File: src/hw/rtl/kds_pkg.sv
// Shared types and constants for the single-key keypad debouncer.
package kds_pkg;

   // Widths of the snapshot and the agreement counter.
   localparam int KEY_WIDTH   = 16;
   localparam int COUNT_WIDTH = 7;
   localparam int COLS        = 4;

   // Default number of scanned rows.
   localparam int ROWS_DEFAULT = 4;

   // Depth of the result queue.
   localparam int FIFO_DEPTH = 4;

   // Counter constants.
   localparam logic [COUNT_WIDTH-1:0] AGREE_MAX       = 7'd100;
   localparam logic [COUNT_WIDTH-1:0] MULTI_KEY_COUNT = 7'd5;
   localparam logic [COUNT_WIDTH-1:0] DEBOUNCE_RESET  = 7'd4;

   // One result from the debounce logic toward the result queue.
   typedef struct packed {
      logic                 valid;
      logic [KEY_WIDTH-1:0] pattern;
   } kds_result_type;

endpackage

File: src/hw/rtl/kds_core.sv
// Debounce state and per-snapshot update logic.
module kds_core
   import kds_pkg::*;
#(
   parameter int ROWS = ROWS_DEFAULT
) (
   input  logic                   clock,
   input  logic                   reset,
   input  logic                   item_valid,
   input  logic [KEY_WIDTH-1:0]   key_bits,
   input  logic [COUNT_WIDTH-1:0] debounce_count,
   output kds_result_type         result
);

   localparam int MaskBits = (ROWS * COLS >= KEY_WIDTH) ? KEY_WIDTH : ROWS * COLS;
   localparam logic [KEY_WIDTH-1:0] SnapMask = KEY_WIDTH'((33'd1 << MaskBits) - 33'd1);

   logic [KEY_WIDTH-1:0]   previous_pattern_ff;
   logic [KEY_WIDTH-1:0]   previous_pattern_in;
   logic [COUNT_WIDTH-1:0] agree_count_ff;
   logic [COUNT_WIDTH-1:0] agree_count_in;
   logic                   lockout_ff;
   logic                   lockout_in;

   logic [KEY_WIDTH-1:0]   snap;
   logic                   multi_key;
   logic                   all_up;
   logic                   lockout_next;
   logic [COUNT_WIDTH-1:0] count_after_multi;
   logic [COUNT_WIDTH-1:0] count_inc;

   // Mask unused rows; two or more keys down leaves a bit after clearing the lowest one.
   assign snap      = key_bits & SnapMask;
   assign multi_key = (snap & (snap - KEY_WIDTH'(1))) != '0;
   assign all_up    = (snap == '0);

   // Lockout and count after the multi-key check.
   always_comb begin
      lockout_next      = lockout_ff;
      count_after_multi = agree_count_ff;
      if (multi_key) begin
         lockout_next      = 1'b1;
         count_after_multi = MULTI_KEY_COUNT;
      end else if (all_up) begin
         lockout_next = 1'b0;
      end
   end

   assign count_inc = count_after_multi + COUNT_WIDTH'(1);

   // Agreement tracking and report decision.
   always_comb begin
      previous_pattern_in = previous_pattern_ff;
      agree_count_in      = agree_count_ff;
      lockout_in          = lockout_ff;
      result.valid        = 1'b0;
      result.pattern      = snap;
      if (item_valid) begin
         lockout_in     = lockout_next;
         agree_count_in = count_after_multi;
         if (snap != previous_pattern_ff) begin
            agree_count_in      = '0;
            previous_pattern_in = snap;
         end else if (!all_up && !lockout_next && count_after_multi < AGREE_MAX) begin
            agree_count_in = count_inc;
            result.valid   = (count_inc == debounce_count);
         end
      end
   end

   // State registers.
   always_ff @(posedge clock) begin
      if (reset) begin
         previous_pattern_ff <= '0;
         agree_count_ff      <= '0;
         lockout_ff          <= 1'b1;
      end else begin
         previous_pattern_ff <= previous_pattern_in;
         agree_count_ff      <= agree_count_in;
         lockout_ff          <= lockout_in;
      end
   end

   // The counter saturates at its ceiling.
   assert property (@(posedge clock) disable iff (reset) agree_count_ff <= AGREE_MAX)
      else $error("agreement count above ceiling");

   // Several keys down always raise the lockout.
   assert property (@(posedge clock) disable iff (reset)
      item_valid && multi_key |=> lockout_ff)
      else $error("lockout not raised on multiple keys");

   // A report leaves the lockout clear and the count at the threshold.
   assert property (@(posedge clock) disable iff (reset)
      result.valid |=> !lockout_ff && agree_count_ff == $past(debounce_count))
      else $error("report without matching count");

endmodule

File: src/hw/rtl/kds_out_fifo.sv
// Small result queue that decouples the debounce logic from the receiver.
module kds_out_fifo
   import kds_pkg::*;
#(
   parameter int DEPTH = FIFO_DEPTH
) (
   input  logic                         clock,
   input  logic                         reset,
   input  kds_result_type               push,
   output logic                         out_valid,
   input  logic                         out_ready,
   output logic [KEY_WIDTH-1:0]         out_data,
   output logic [$clog2(DEPTH+1)-1:0]   level
);

   localparam int PtrWidth   = (DEPTH > 1) ? $clog2(DEPTH) : 1;
   localparam int LevelWidth = $clog2(DEPTH + 1);

   logic [KEY_WIDTH-1:0]  mem [DEPTH];
   logic [PtrWidth-1:0]   wr_ptr_ff;
   logic [PtrWidth-1:0]   wr_ptr_in;
   logic [PtrWidth-1:0]   rd_ptr_ff;
   logic [PtrWidth-1:0]   rd_ptr_in;
   logic [LevelWidth-1:0] level_ff;
   logic [LevelWidth-1:0] level_in;
   logic                  pop;

   assign pop       = out_valid && out_ready;
   assign out_valid = (level_ff != '0);
   assign out_data  = mem[rd_ptr_ff];
   assign level     = level_ff;

   // Pointer and fill level updates.
   always_comb begin
      wr_ptr_in = wr_ptr_ff;
      rd_ptr_in = rd_ptr_ff;
      level_in  = level_ff;
      if (push.valid) begin
         wr_ptr_in = (wr_ptr_ff == PtrWidth'(DEPTH - 1)) ? '0 : wr_ptr_ff + PtrWidth'(1);
      end
      if (pop) begin
         rd_ptr_in = (rd_ptr_ff == PtrWidth'(DEPTH - 1)) ? '0 : rd_ptr_ff + PtrWidth'(1);
      end
      unique case ({push.valid, pop})
         2'b10:   level_in = level_ff + LevelWidth'(1);
         2'b01:   level_in = level_ff - LevelWidth'(1);
         default: level_in = level_ff;
      endcase
   end

   // Storage write.
   always_ff @(posedge clock) begin
      if (push.valid) begin
         mem[wr_ptr_ff] <= push.pattern;
      end
   end

   // Control registers.
   always_ff @(posedge clock) begin
      if (reset) begin
         wr_ptr_ff <= '0;
         rd_ptr_ff <= '0;
         level_ff  <= '0;
      end else begin
         wr_ptr_ff <= wr_ptr_in;
         rd_ptr_ff <= rd_ptr_in;
         level_ff  <= level_in;
      end
   end

   // The fill level never passes the depth.
   assert property (@(posedge clock) disable iff (reset) level_ff <= LevelWidth'(DEPTH))
      else $error("result queue overfilled");

   // No push into a full queue.
   assert property (@(posedge clock) disable iff (reset)
      push.valid |-> level_ff != LevelWidth'(DEPTH))
      else $error("push into full result queue");

endmodule

File: src/hw/rtl/keypad_debounce_single_key.sv
// Usage:
// Debounces a scanned key matrix and reports a single key press once.
// req channel: one transaction carries one full matrix snapshot in tdata;
// the first scanned row sits in bits 3:0, four column bits per row.
// rsp channel: one transaction carries the debounced single-key pattern,
// at most one per snapshot and once per press.
// csr channel: writes the debounce threshold; csr_ready is always high.
// Write it only while no snapshot is in flight.
// Path: an accepted snapshot is registered, evaluated against the debounce
// state, and its result is written into the result queue, which offers it
// on rsp.
// Throughput: one snapshot per cycle while req_tready is high.
// A four-entry result queue absorbs results while the receiver stalls;
// req_tready drops only when the queue plus the snapshot in flight
// would fill it.
// Reset: threshold returns to 4, stored pattern and count clear, the
// multi-key lockout is set, and the pipeline and queue empty.
module keypad_debounce_single_key
   import kds_pkg::*;
#(
   parameter int ROWS = ROWS_DEFAULT
) (
   input  logic                   clock,
   input  logic                   reset,
   input  logic                   req_tvalid,
   output logic                   req_tready,
   input  logic [KEY_WIDTH-1:0]   req_tdata,   // [15:0] key_bits
   output logic                   rsp_tvalid,
   input  logic                   rsp_tready,
   output logic [KEY_WIDTH-1:0]   rsp_tdata,   // [15:0] key_pattern
   input  logic                   csr_valid,
   output logic                   csr_ready,
   input  logic [COUNT_WIDTH-1:0] csr_data     // [6:0] debounce_count
);

   localparam int LevelWidth = $clog2(FIFO_DEPTH + 1);

   logic                   in_valid_ff;
   logic                   in_valid_in;
   logic [KEY_WIDTH-1:0]   in_bits_ff;
   logic [COUNT_WIDTH-1:0] debounce_count_ff;
   logic [COUNT_WIDTH-1:0] debounce_count_in;
   logic [LevelWidth-1:0]  level;
   kds_result_type         result;

   // Accept while the queue can hold a result for every snapshot in flight.
   assign req_tready  = (LevelWidth'(in_valid_ff) + level) < LevelWidth'(FIFO_DEPTH);
   assign in_valid_in = req_tvalid && req_tready;

   // Threshold register.
   assign csr_ready         = 1'b1;
   assign debounce_count_in = csr_valid ? csr_data : debounce_count_ff;

   always_ff @(posedge clock) begin
      if (reset) begin
         in_valid_ff       <= 1'b0;
         debounce_count_ff <= DEBOUNCE_RESET;
      end else begin
         in_valid_ff       <= in_valid_in;
         debounce_count_ff <= debounce_count_in;
      end
   end

   // Input payload register.
   always_ff @(posedge clock) begin
      if (in_valid_in) begin
         in_bits_ff <= req_tdata;
      end
   end

   kds_core #(
      .ROWS (ROWS)
   ) u_core (
      .clock          (clock),
      .reset          (reset),
      .item_valid     (in_valid_ff),
      .key_bits       (in_bits_ff),
      .debounce_count (debounce_count_ff),
      .result         (result)
   );

   kds_out_fifo #(
      .DEPTH (FIFO_DEPTH)
   ) u_out_fifo (
      .clock     (clock),
      .reset     (reset),
      .push      (result),
      .out_valid (rsp_tvalid),
      .out_ready (rsp_tready),
      .out_data  (rsp_tdata),
      .level     (level)
   );

endmodule

File: config.mk
export PLATFORM = sky130hd
export DESIGN_NAME = keypad_debounce_single_key
export DESIGN_NICKNAME = d
export VERILOG_FILES = /design/src/hw/rtl/kds_pkg.sv /design/src/hw/rtl/kds_core.sv /design/src/hw/rtl/kds_out_fifo.sv /design/src/hw/rtl/keypad_debounce_single_key.sv
export SDC_FILE = /design/constraint.sdc
export NUM_CORES = 1
export LEC_CHECK = 0
export BUFFER_PORTS_ARGS = -buffer_cell sky130_fd_sc_hd__buf_2
export CAP_MARGIN = 20
export CORE_UTILIZATION = 55
export CTS_CLUSTER_SIZE = 20
export DETAILED_ROUTE_END_ITERATION = 16
export PLACE_DENSITY_LB_ADDON = 0.3
export SETUP_SLACK_MARGIN = 0.15
export SLEW_MARGIN = 0
export SYNTH_ARGS = -nofsm -noshare
export SYNTH_HDL_FRONTEND = slang
export SYNTH_SLANG_ARGS = --single-unit
File: constraint.sdc
create_clock -name clock -period 8.34 [get_ports clock]
set_input_delay 0.417 -clock clock [delete_from_list [all_inputs] [get_ports clock]]
set_output_delay 0.417 -clock clock [all_outputs]
set_load 0.01 [all_outputs]
==> results.md, run 1 <==
- CTS sink count: around 120
- Final hold viol count: 0
- Crit path cell chain: nor4_4 > nand3b_1 > o32ai_1 > nand4_1 > or3_1 > ha_1 > and4_1 > o21ai_0 > a31oi_1 > or3_1 > nor4_1 > o2111ai_1 > ha_1 > inv_1 > fa_1 > xor2_1 > or3_1 > a21oi_1
- Primary FF master, synth: edfxtp_1
- Final Max Tran Viols: 0
- Final WL: 9820 µm
- Ys async rst share: 0%
- Final nets: between 400 and 500
- CTS tree: built
- Final ANT Viol Nets: 0
- Buf/Inv on CP: 1
- Largest net degree at the start of global routing: 42
- Synthesized Nets: 410
- Worst EP arrival: just under 6 ns
- Drt wl/cell: 17.9 µm
- Routability congestion estimate: 0.889
- Htree depth: 4
- Worst setup SP type: flip-flop
- Pre-Repair DR Iteration Count: 4
- Root Buffer: clkbuf_8
- Grt total ovfl: 0
- Seq cells post-synth: ~120
- Post-CTS setup buffers: 0
- Worst EP required: about 9 ns
- Die width: 99.0 µm
- Via density: between 5 and 6
- Pleak: approximately 0.0022 µW
- Via count: approximately 3100
- Max_cap viols: 0
- Clock period minus worst slack: around 5.4 ns
- Die Y: 99.0 µm
- Die area: 9810 µm²
- Post-Syn Area: between 5000 and 6000 µm²
- Commonest non-fill, non-tap cell in the layout: edfxtp_1
- Area Overhead vs Synth: 18.5%
- Slowest CP cell: edfxtp_1
- Clk_skew: approximately 0.012 ns
- Setup TNS Final: 0 ns
- DP HPWL: 6330 µm
- Commonest non-fill, non-tap cells in the layout: edfxtp_1, buf_2, dfxtp_1, nor2_1, mux2i_1
- Worst Setup Path Type: flip-flop to flip-flop
- I/O Buffers: between 40 and 50
- DRC errors left: 0
- Maximum fanout along the worst path: 13
- Post-cts hold buffer count: 0
- VDD IR max: approximately 0.14 mV
- Antenna cell count: 0
- Fin Hold WS: 0.0790 ns
- Most Frequent Cell on Critical Path: or3_1
- Worst relative slew slack: ~28%
- Worst Tran Pin Value: approximately 1.1 ns
- Initial Utilization: approximately 56%
- Cells after Synth: roughly 370
- Unrepaired setup endpoints after global routing: no
- Cell row count: 35
- Global-route usage over all layers: between 20% and 30%
- Clk buf depth: 2
- Syn Area/Cell: about 14 µm²
- I/O pins: 47
- Worst min path class: input pin to flip-flop
- Post-synth EDFFs: 80
- Initial antenna violation count: 0
- Status: finished, final reports clean
- Proportion of layout cells with a drive suffix above 1: between 20 and 30%
- CP peak stage delay: roughly 0.56 ns
- Synth unique cells: between 50 and 60
- Post-CTS Resized: 0
- Vias in the first global route: around 3200
- CP delay by family, top: simple AND/OR/NAND/NOR gates
- Initial DRC count: 166
- Fill cells: between 600 and 700
- First-pass GRT wire length: 16100 µm
- Worst-Skew Late Latency: between 0.5 and 0.6 ns
- Crit share post-route: around 64%
- Ys Warns: 0
- Register area share after synthesis: 62.2%
- Pwr dens: approximately 240 nW/µm²
- CP endpoint kind: flip-flop
- Num CTS Buffers: 17
- Final-report setup violation count: 0
- Clock Pin Slew Worst Setup and Hold Paths: around 0.06 ns
- Max Fclk: around 0.19 GHz
- CORE AREA: 9200 µm²
==> power by group <==
part,switching [µW],internal [µW]
Combinational,21.6,22.1
Clock,273,491
Sequential,17.8,650
==> synth_stat cells (all sizes together) (9+ instances only) <==
cell,count,area (µm²)
o21ai,11,55.1
clkbuf,10,37.5
a21oi,11,55.1
mux4,16,360
xnor2,19,166
mux2i,23,230
nor2,38,143
dfxtp,41,821
edfxtp,80,2400
inv,12,45.0
nor3,9,50.1
==> final timing paths <==
path                     start                  end  slack (ns)  cells after the start
max              in_bits_ff[4]  u_out_fifo.level[2]        2.98                     18
min               req_tdata[1]        in_bits_ff[1]        0.08                      1
max reg2reg      in_bits_ff[4]  u_out_fifo.level[2]        2.98                     18
min reg2reg  u_core.lockout_ff    u_core.lockout_ff        0.49                      2
==> final cells by class <==
cell class                      instances  area, µm²  area share (%)
Clock inverter                         15        210            3.43
Tap cell                              111        139            2.26
Timing Repair Buffer                   50        270            4.40
Multi-Input combinational cell        224       1840            29.9
Sequential cell                       121       3220            52.5
Inverter                               12       45.0           0.734
Clock buffer                           17        414            6.75
==> through the flow <==
stage	instances	worst slack (ns)	total power [µW]	utilization, %	area (µm²)
2_1_floorplan	374	3.84	707	-	5180
3_3_place_gp	517	3.42	722	59.8	5500
3_5_place_dp	517	3.07	724	59.8	5500
4_1_cts	549	3.02	1490	66.6	6120
5_1_grt	550	2.72	1520	66.7	6140
6_report	550	2.98	1480	66.7	6140
==> logic make-up (layout without fill, tap and decap cells) <==
logic type / count (synthesis) / count (layout) / share of synthesized area, %
adders and majority gates: 9 / 9 / 2.27
and+or+nand+nor: 102 / 102 / 10.7
AOI/OAI and AO/OA: 46 / 46 / 6.35
buffers and inverters: 29 / 94 / 2.32
xor gates and xnor gates: 26 / 26 / 4.40
other: 1 / 1 / 0.0724
DFF: 121 / 121 / 62.2
muxes: 40 / 40 / 11.7
==> sequential cells by signal, summed over array words and instances (netlist names), named ones only <==
register and cells:
debounce_count_ff 7, in_bits_ff 16, in_valid_ff 1, u_core.agree_count_ff 7, u_core.lockout_ff 1, u_core.previous_pattern_ff 16
u_out_fifo.level 3, u_out_fifo.mem 64, u_out_fifo.rd_ptr_ff 2, u_out_fifo.wr_ptr_ff 2
==> layer usage <==
metal / vias to the layer above / share of wire (%) / global-route usage, %
li1: 1509 / - / -
met1: 1534 / 45 / 28.3
met2: 79 / 50 / 35.7
met3: 4 / 4.5 / 6.24
met4: 0 / 0.43 / 8.27
met5: - / 0 / 0
Note: power is estimated with default switching activity, not from simulation.
==> inputs of run 2 (changes only) <==
--- a/config.mk
+++ b/config.mk
@@ -7,7 +7,7 @@
 export LEC_CHECK = 0
 export BUFFER_PORTS_ARGS = -buffer_cell sky130_fd_sc_hd__buf_2
 export CAP_MARGIN = 20
-export CORE_UTILIZATION = 55
+export CORE_UTILIZATION = 53
 export CTS_CLUSTER_SIZE = 20
 export DETAILED_ROUTE_END_ITERATION = 16
 export PLACE_DENSITY_LB_ADDON = 0.3
==> constraint.sdc (replaced) <==
create_clock -name clock -period 4.4 [get_ports clock]
set_input_delay 0.22 -clock clock [delete_from_list [all_inputs] [get_ports clock]]
set_output_delay 0.22 -clock clock [all_outputs]
set_load 0.01 [all_outputs]
==> results.md, run 2 (synthesized netlist as in run 1, its figures left out) <==
- Status: finished, final reports clean
- Launch point of the worst path: in_bits_ff[12]
- Antenna cell count: 0 (unchanged)
- Initial DRC count: 241 (+45%)
- CP delay by family, top: simple AND/OR/NAND/NOR gates
- Vias in the first global route: 3243 (+2.2%)
- Clk_skew: 0.0153 ns (+0.00373 ns)
- Num CTS Buffers: 17 (unchanged)
- Crit path cell chain: or2_4 > a21boi_0 > o32ai_2 > nand4_1 > or3_4 > ha_4 > and4_1 > o21ai_1 > a31oi_1 > or3_4 > nor4_4 > o2111ai_2 > ha_2 > inv_2 > fa_2 > xor2_1 > or3_1 > a21oi_2
- Final hold viol count: 0 (unchanged)
- CP endpoint kind: flip-flop
- Final Max Tran Viols: 0 (unchanged)
- Pleak: 0.00244 µW (+10%)
- Largest register FFs: 64 (unchanged)
- CP peak stage delay: 0.51 ns (-0.05 ns)
- Final WL: 10900 µm (+11%)
- Min-delay src: rsp_tready
- Worst EP arrival: 4.68 ns (-1.11 ns)
- First-pass GRT wire length: 17000 µm (+5.5%)
- Via density: 5.53 (-2.6%)
- CTS tree: built
- CORE AREA: 9370 µm² (+1.9%)
- Worst EP required: 4.84 ns (-3.93 ns)
- Cell row count: 35 (unchanged)
- Util after Layout: 71.3% (+4.6 points)
- Worst min path class: input pin to flip-flop
- I/O pins: 47 (unchanged)
- Initial Utilization: 55.3% (-1.1 points)
- DRC errors left: 0 (unchanged)
- Maximum fanout along the worst path: 7 (-6)
- Initial antenna violation count: 0 (unchanged)
- CTS sink count: 121 (unchanged)
- Proportion of layout cells with a drive suffix above 1: 31.7% (+6.6 points)
- Final ANT Viol Nets: 0 (unchanged)
- Worst Tran Pin Value: 0.867 ns (-0.218 ns)
- Max_cap viols: 0 (unchanged)
- Die width: 101 µm (+1.8%)
- Routability congestion estimate: 0.873 (-1.8%)
- Grt total ovfl: 0 (unchanged)
- Most Frequent Cell on Critical Path: or3_4
- Die area: 10200 µm² (+3.7%)
- Root Buffer: clkbuf_8
- VDD IR max: 0.349 mV (+150%)
- Worst-Skew Late Latency: 0.52 ns (about the same)
- Unrepaired setup endpoints after global routing: yes
- Buf/Inv on CP: 1 (unchanged)
- Worst Setup Path Type: flip-flop to flip-flop
- Clock Pin Slew Worst Setup and Hold Paths: 0.06 ns (about the same)
- Die Y: 101 µm (+1.8%)
- Drt wl/cell: 17.7 µm (-0.76%)
- Clk buf depth: 2 (unchanged)
- Global-route usage over all layers: 23.1% (+1.1 points)
- Setup TNS Final: 0 ns (unchanged)
- Largest net degree at the start of global routing: 42 (unchanged)
- Commonest non-fill, non-tap cell in the layout: edfxtp_1
- Largest regs: u_out_fifo.mem (64), in_bits_ff (16), u_core.previous_pattern_ff (16)
- Reg-to-Reg Start: in_bits_ff[12]
- Crit share post-route: 96.3% (+32 points)
- Final nets: 509 (+10%)
- Final-report setup violation count: 0 (unchanged)
- Pre-Repair DR Iteration Count: 4 (unchanged)
- Worst relative slew slack: 42.1% (+14 points)
- DP HPWL: 6440 µm (+1.7%)
- Area Overhead vs Synth: 29.0%
- Commonest non-fill, non-tap cells in the layout: edfxtp_1, buf_2, dfxtp_1, nor2_1, buf_4
- Clock period minus worst slack: 4.24 ns (-1.12 ns)
- I/O Buffers: 45 (unchanged)
- Reg with most FFs: u_out_fifo.mem
- Worst setup SP type: flip-flop
- Slowest CP cell: edfxtp_1
- Max Fclk: 0.236 GHz (+26%)
- Pwr dens: 415 nW/µm² (+72%)
- Htree depth: 4 (unchanged)
- Via count: 3404 (+8.9%)
[run 2: through the flow]
| stage | instances | area [µm²] | power [µW] | hold slack (ns) | setup WS, ns |
|---|---|---|---|---|---|
| after floorplan | 374 | 5240 | 1340 | 0.319 | 0.157 |
| after global placement | 547 | 5660 | 1380 | 0.396 | 0.273 |
| after detailed placement | 548 | 5690 | 1380 | 0.399 | 0.144 |
| after CTS | 606 | 6540 | 2780 | 0.0528 | 0.158 |
| after global routing | 615 | 6680 | 2850 | 0.0914 | -0.0631 |
| final | 615 | 6680 | 2770 | 0.0683 | 0.163 |
[run 2: path summary, 6_finish.rpt]
kind | slack [ns] | cells past startpoint | endpoint
worst min-delay path | 0.07 | 4 | flip-flop
worst max register to register | 0.16 | 18 | u_out_fifo.level[2]
worst max-delay path | 0.16 | 18 | u_out_fifo.level[2]
worst min register to register | 0.49 | 2 | flip-flop
[run 2: metal layers]
| metal | share of wire (%) | track usage (%) |
|---|---|---|
| met2 | 50 | 38.0 |
| met1 | 45 | 30.2 |
| met5 | 0 | 0 |
| met4 | 0.91 | 7.36 |
| met3 | 4.4 | 5.96 |
[run 2: worst min-delay path, cell delays in order]
cell	delay [ns]
buf_2	0.08
nand2_1	0.08
nand2_1	0.08
a21oi_1	0.07
[run 2: what timing repair did]
item,4_1_cts,5_1_grt
endpoints found under the hold margin,23,0
endpoints found under the setup margin,1,66
pin swaps,0,7
gates resized for setup,1,17
buffers inserted,3,9
hold buffers,23,0
[run 2: power by group]
group	total [µW]	switching, µW	internal [µW]
clock	1390	551	836
sequential	1260	24.5	1230
combinational	127	60.3	66.7
total	2770	636	2130
[run 2: final cells by class]
class,count,area (µm²)
fillers,665,2690
well taps,129,161
clock buffers,18,428
flip-flops and latches,121,3220
clock inverters,14,164
repair buffers,97,721
multi-input cells,224,1940
inverters,12,45.0
==> inputs of run 3 (changes only) <==
--- a/config.mk
+++ b/config.mk
@@ -5,6 +5,7 @@
 export SDC_FILE = /design/constraint.sdc
 export NUM_CORES = 1
 export LEC_CHECK = 0
+export ABC_AREA = 1
 export BUFFER_PORTS_ARGS = -buffer_cell sky130_fd_sc_hd__buf_2
 export CAP_MARGIN = 20
 export CORE_UTILIZATION = 53
==> results.md, run 3 <==
- Unrepaired setup endpoints after global routing: no
- DP HPWL: 7500 µm (+16%)
- Worst Setup Path Type: flip-flop to flip-flop
- Most Frequent Cell on Critical Path: nor2_4
- Slowest CP cell: edfxtp_1
- Worst Tran Pin Value: 0.903 ns (+0.0366 ns)
- Worst EP arrival: 4.33 ns (-0.35 ns)
- Leading area contributor after synthesis: edfxtp_1
- CTS tree: built
- CP peak stage delay: 0.48 ns (-0.03 ns)
- Die width: 103 µm (+2.0%)
- Synth unique cells: 33 (-44%)
- Via count: 4506 (+32%)
- Largest register FFs: 64 (unchanged)
- VDD IR max: 0.269 mV (-23%)
- Final Max Tran Viols: 0 (unchanged)
- Initial DRC count: 272 (+13%)
- Largest regs: u_out_fifo.mem (64), in_bits_ff (16), u_core.previous_pattern_ff (16)
- Worst relative slew slack: 39.7% (-2.4 points)
- Final-report setup violation count: 0 (unchanged)
- Post-Syn Area: 5390 µm² (+4.1%)
- Register area share after synthesis: 59.8% (-2.4 points)
- Buf/Inv on CP: 3 (+2)
- Grt total ovfl: 0 (unchanged)
- Most instantiated library cell after synthesis: nor2_1
- Synthesized Nets: 601 (+47%)
- Antenna cell count: 0 (unchanged)
- Final ANT Viol Nets: 0 (unchanged)
- Clock period minus worst slack: 3.89 ns (-0.344 ns)
- DRC errors left: 0 (unchanged)
- Die Y: 103 µm (+2.0%)
- Worst EP required: 4.84 ns (about the same)
- Setup TNS Final: 0 ns (unchanged)
- Area Overhead vs Synth: 28.7%
- Post-synth top area share: 44.6% (-1.8 points)
- Util after Layout: 70.6% (-0.65 points)
- Synth Area in Adders: 2.00% (-0.27 points)
- Largest net degree at the start of global routing: 34 (-19%)
- Cell row count: 36 (+2.9%)
- Fill cells: 705 (+6.0%)
- Worst setup SP type: flip-flop
- Post-synthesis xor/xnor area fraction: 2.60% (-1.8 points)
- Commonest cells in the netlist: nor2_1, nand2_1, edfxtp_1
- I/O Buffers: 45 (unchanged)
- Syn Area/Cell: 9.54 µm² (-31%)
- Ys Warns: 0 (unchanged)
- Pleak: 0.00275 µW (+13%)
- Area occupied by multi-input gates: 1940 µm² (-0.13%)
- Pre-Repair DR Iteration Count: 5 (+1)
- Vias in the first global route: 4131 (+27%)
- Main combinational cell family by area after synthesis: simple AND/OR/NAND/NOR gates
- Status: finished, final reports clean
- First-pass GRT wire length: 19600 µm (+16%)
- Register area: 3220 µm² (unchanged)
- Ys async rst share: 0% (unchanged)
- Finished Cell Area: 6940 µm² (+3.8%)
- Clock Pin Slew Worst Setup and Hold Paths: 0.06 ns (about the same)
- CP endpoint kind: flip-flop
- Final hold viol count: 0 (unchanged)
- Commonest non-fill, non-tap cell in the layout: nor2_1
- Crit share post-route: 88.5% (-7.8 points)
- Routability congestion estimate: 0.860 (-1.5%)
- Clk buf depth: 2 (unchanged)
- Initial antenna violation count: 0 (unchanged)
- CP delay by family, top: simple AND/OR/NAND/NOR gates
- Global-route usage over all layers: 25.2% (+2.0 points)
- Worst min path class: input pin to flip-flop
- Mux cell area share after synthesis: 0% (-12 points)
- Cells after Synth: 565 (+51%)
- Proportion of layout cells with a drive suffix above 1: 22.1% (-9.6 points)
- DP Area: 5760 µm² (+1.2%)
- Post-synthesis simple-gate area fraction: 18.7% (+8.1 points)
- Drt wl/cell: 15.5 µm (-12%)
- Worst-Skew Late Latency: 0.52 ns (about the same)
- Max_cap viols: 0 (unchanged)
- Commonest non-fill, non-tap cells in the layout: nor2_1, nand2_1, edfxtp_1, o21ai_0, inv_1
- Maximum fanout along the worst path: 5 (-2)
- I/O pins: 47 (unchanged)
- Post-synth EDFFs: 80 (unchanged)
- Htree depth: 4 (unchanged)
- CORE AREA: 9820 µm² (+4.8%)
- Initial Utilization: 54.9% (-0.37 points)
- Clk_skew: 0.0100 ns (-0.00527 ns)
- Die area: 10600 µm² (+4.0%)
- Num CTS Buffers: 17 (unchanged)
- Max Fclk: 0.257 GHz (+8.8%)
- Reg with most FFs: u_out_fifo.mem
- Crit path cell chain: nor2_4 > buf_4 > nand3_1 > nand2_1 > nand3_1 > nor2_4 > nand2_1 > nor2_4 > nand2_2 > inv_1 > ha_4 > xor2_1 > nor2_1 > o21ai_1 > a21oi_1 > nand4_1 > nor3_2 > nand2_2 > ha_1 > inv_2 > fa_2 > a21oi_1
- Compound-cell area share of the yosys netlist: 11.9% (+5.6 points)
- Seq cells post-synth: 121 (unchanged)
- Primary FF master, synth: edfxtp_1
- Fin Hold WS: 0.0153 ns (-0.0530 ns)
- Final nets: 720 (+41%)
- Final WL: 12900 µm (+18%)
- Root Buffer: clkbuf_8
- Top post-synthesis cells by area: edfxtp_1, dfxtp_1, nor2_1, o21ai_0, nand2_1
- Pwr dens: 434 nW/µm² (+4.6%)
- Via density: 5.43 (-1.9%)
- CTS sink count: 121 (unchanged)
[run 3: cell count changes after synthesis, sizes merged, moves of 6 or more]
| cell | before | now |
|---|---|---|
| nand2 | 7 | 85 |
| a21oi | 11 | 28 |
| nand3 | 5 | 26 |
| or3 | 7 | 0 |
| o21ai | 11 | 72 |
| o22ai | 0 | 16 |
| nor4 | 6 | 0 |
| mux4 | 16 | 0 |
| nor2 | 38 | 108 |
| mux2i | 23 | 0 |
| nor3 | 9 | 3 |
| inv | 12 | 51 |
[run 3: final timing paths]
check,from,to,slack (ns),depth (start not counted)
worst min-delay path,csr_data[0],debounce_count_ff[0],0.02,3
worst max-delay path,in_bits_ff[0],u_out_fifo.level[1],0.51,22
worst min register to register,u_core.agree_count_ff[5],u_core.agree_count_ff[5],0.47,2
worst max register to register,in_bits_ff[0],u_out_fifo.level[1],0.51,22
[run 3: cell families after synthesis]
| logic type | after synthesis |
|---|---|
| other | 1 |
| buffers and inverters | 68 |
| AOI/OAI and AO/OA | 121 |
| DFF | 121 |
| xor gates and xnor gates | 16 |
| adders and majority gates | 8 |
| and+or+nand+nor | 230 |
[run 3: tightest hold or removal path, cell delays in order]
cell	delay (ns)
buf_2	0.08
o21ai_0	0.08
a21oi_1	0.11
[run 3: metrics by stage]
stage          setup slack (ns)  std cells  total power [µW]
2_1_floorplan             0.710        565              1490
3_3_place_gp              0.671        732              1580
3_5_place_dp              0.480        732              1590
4_1_cts                   0.410        788              2980
5_1_grt                   0.135        830              3120
6_report                  0.507        830              3010
[run 3: power breakdown]
part	total [µW]	internal [µW]	switching [µW]
logic	340	146	195
registers	1290	1250	42.5
clock network	1370	866	508
total	3010	2260	746
[run 3: what timing repair did]
item	4_1_cts	5_1_grt
hold buffers	24	0
buffers inserted	0	42
hold endpoints to repair	23	0
gates resized for setup	0	12
setup endpoints to repair	0	3
[run 3: area by class of cell]
type                    count  area share (%)
multi-input cells         376            27.9
clock inverters            14            2.49
inverters                  51            2.80
repair buffers            117            11.9
clock buffers              18            6.02
well taps                 133            2.40
flip-flops and latches    121            46.5
[run 3: metal layers]
metal  track usage, %  part of all wire, %  vias to the layer above
met5                0                    0                        -
met4             10.5                  2.1                        0
met3             6.51                  6.3                       40
met2             43.2                   50                      170
met1             30.2                   41                     2132
li1                 -                    -                     2164
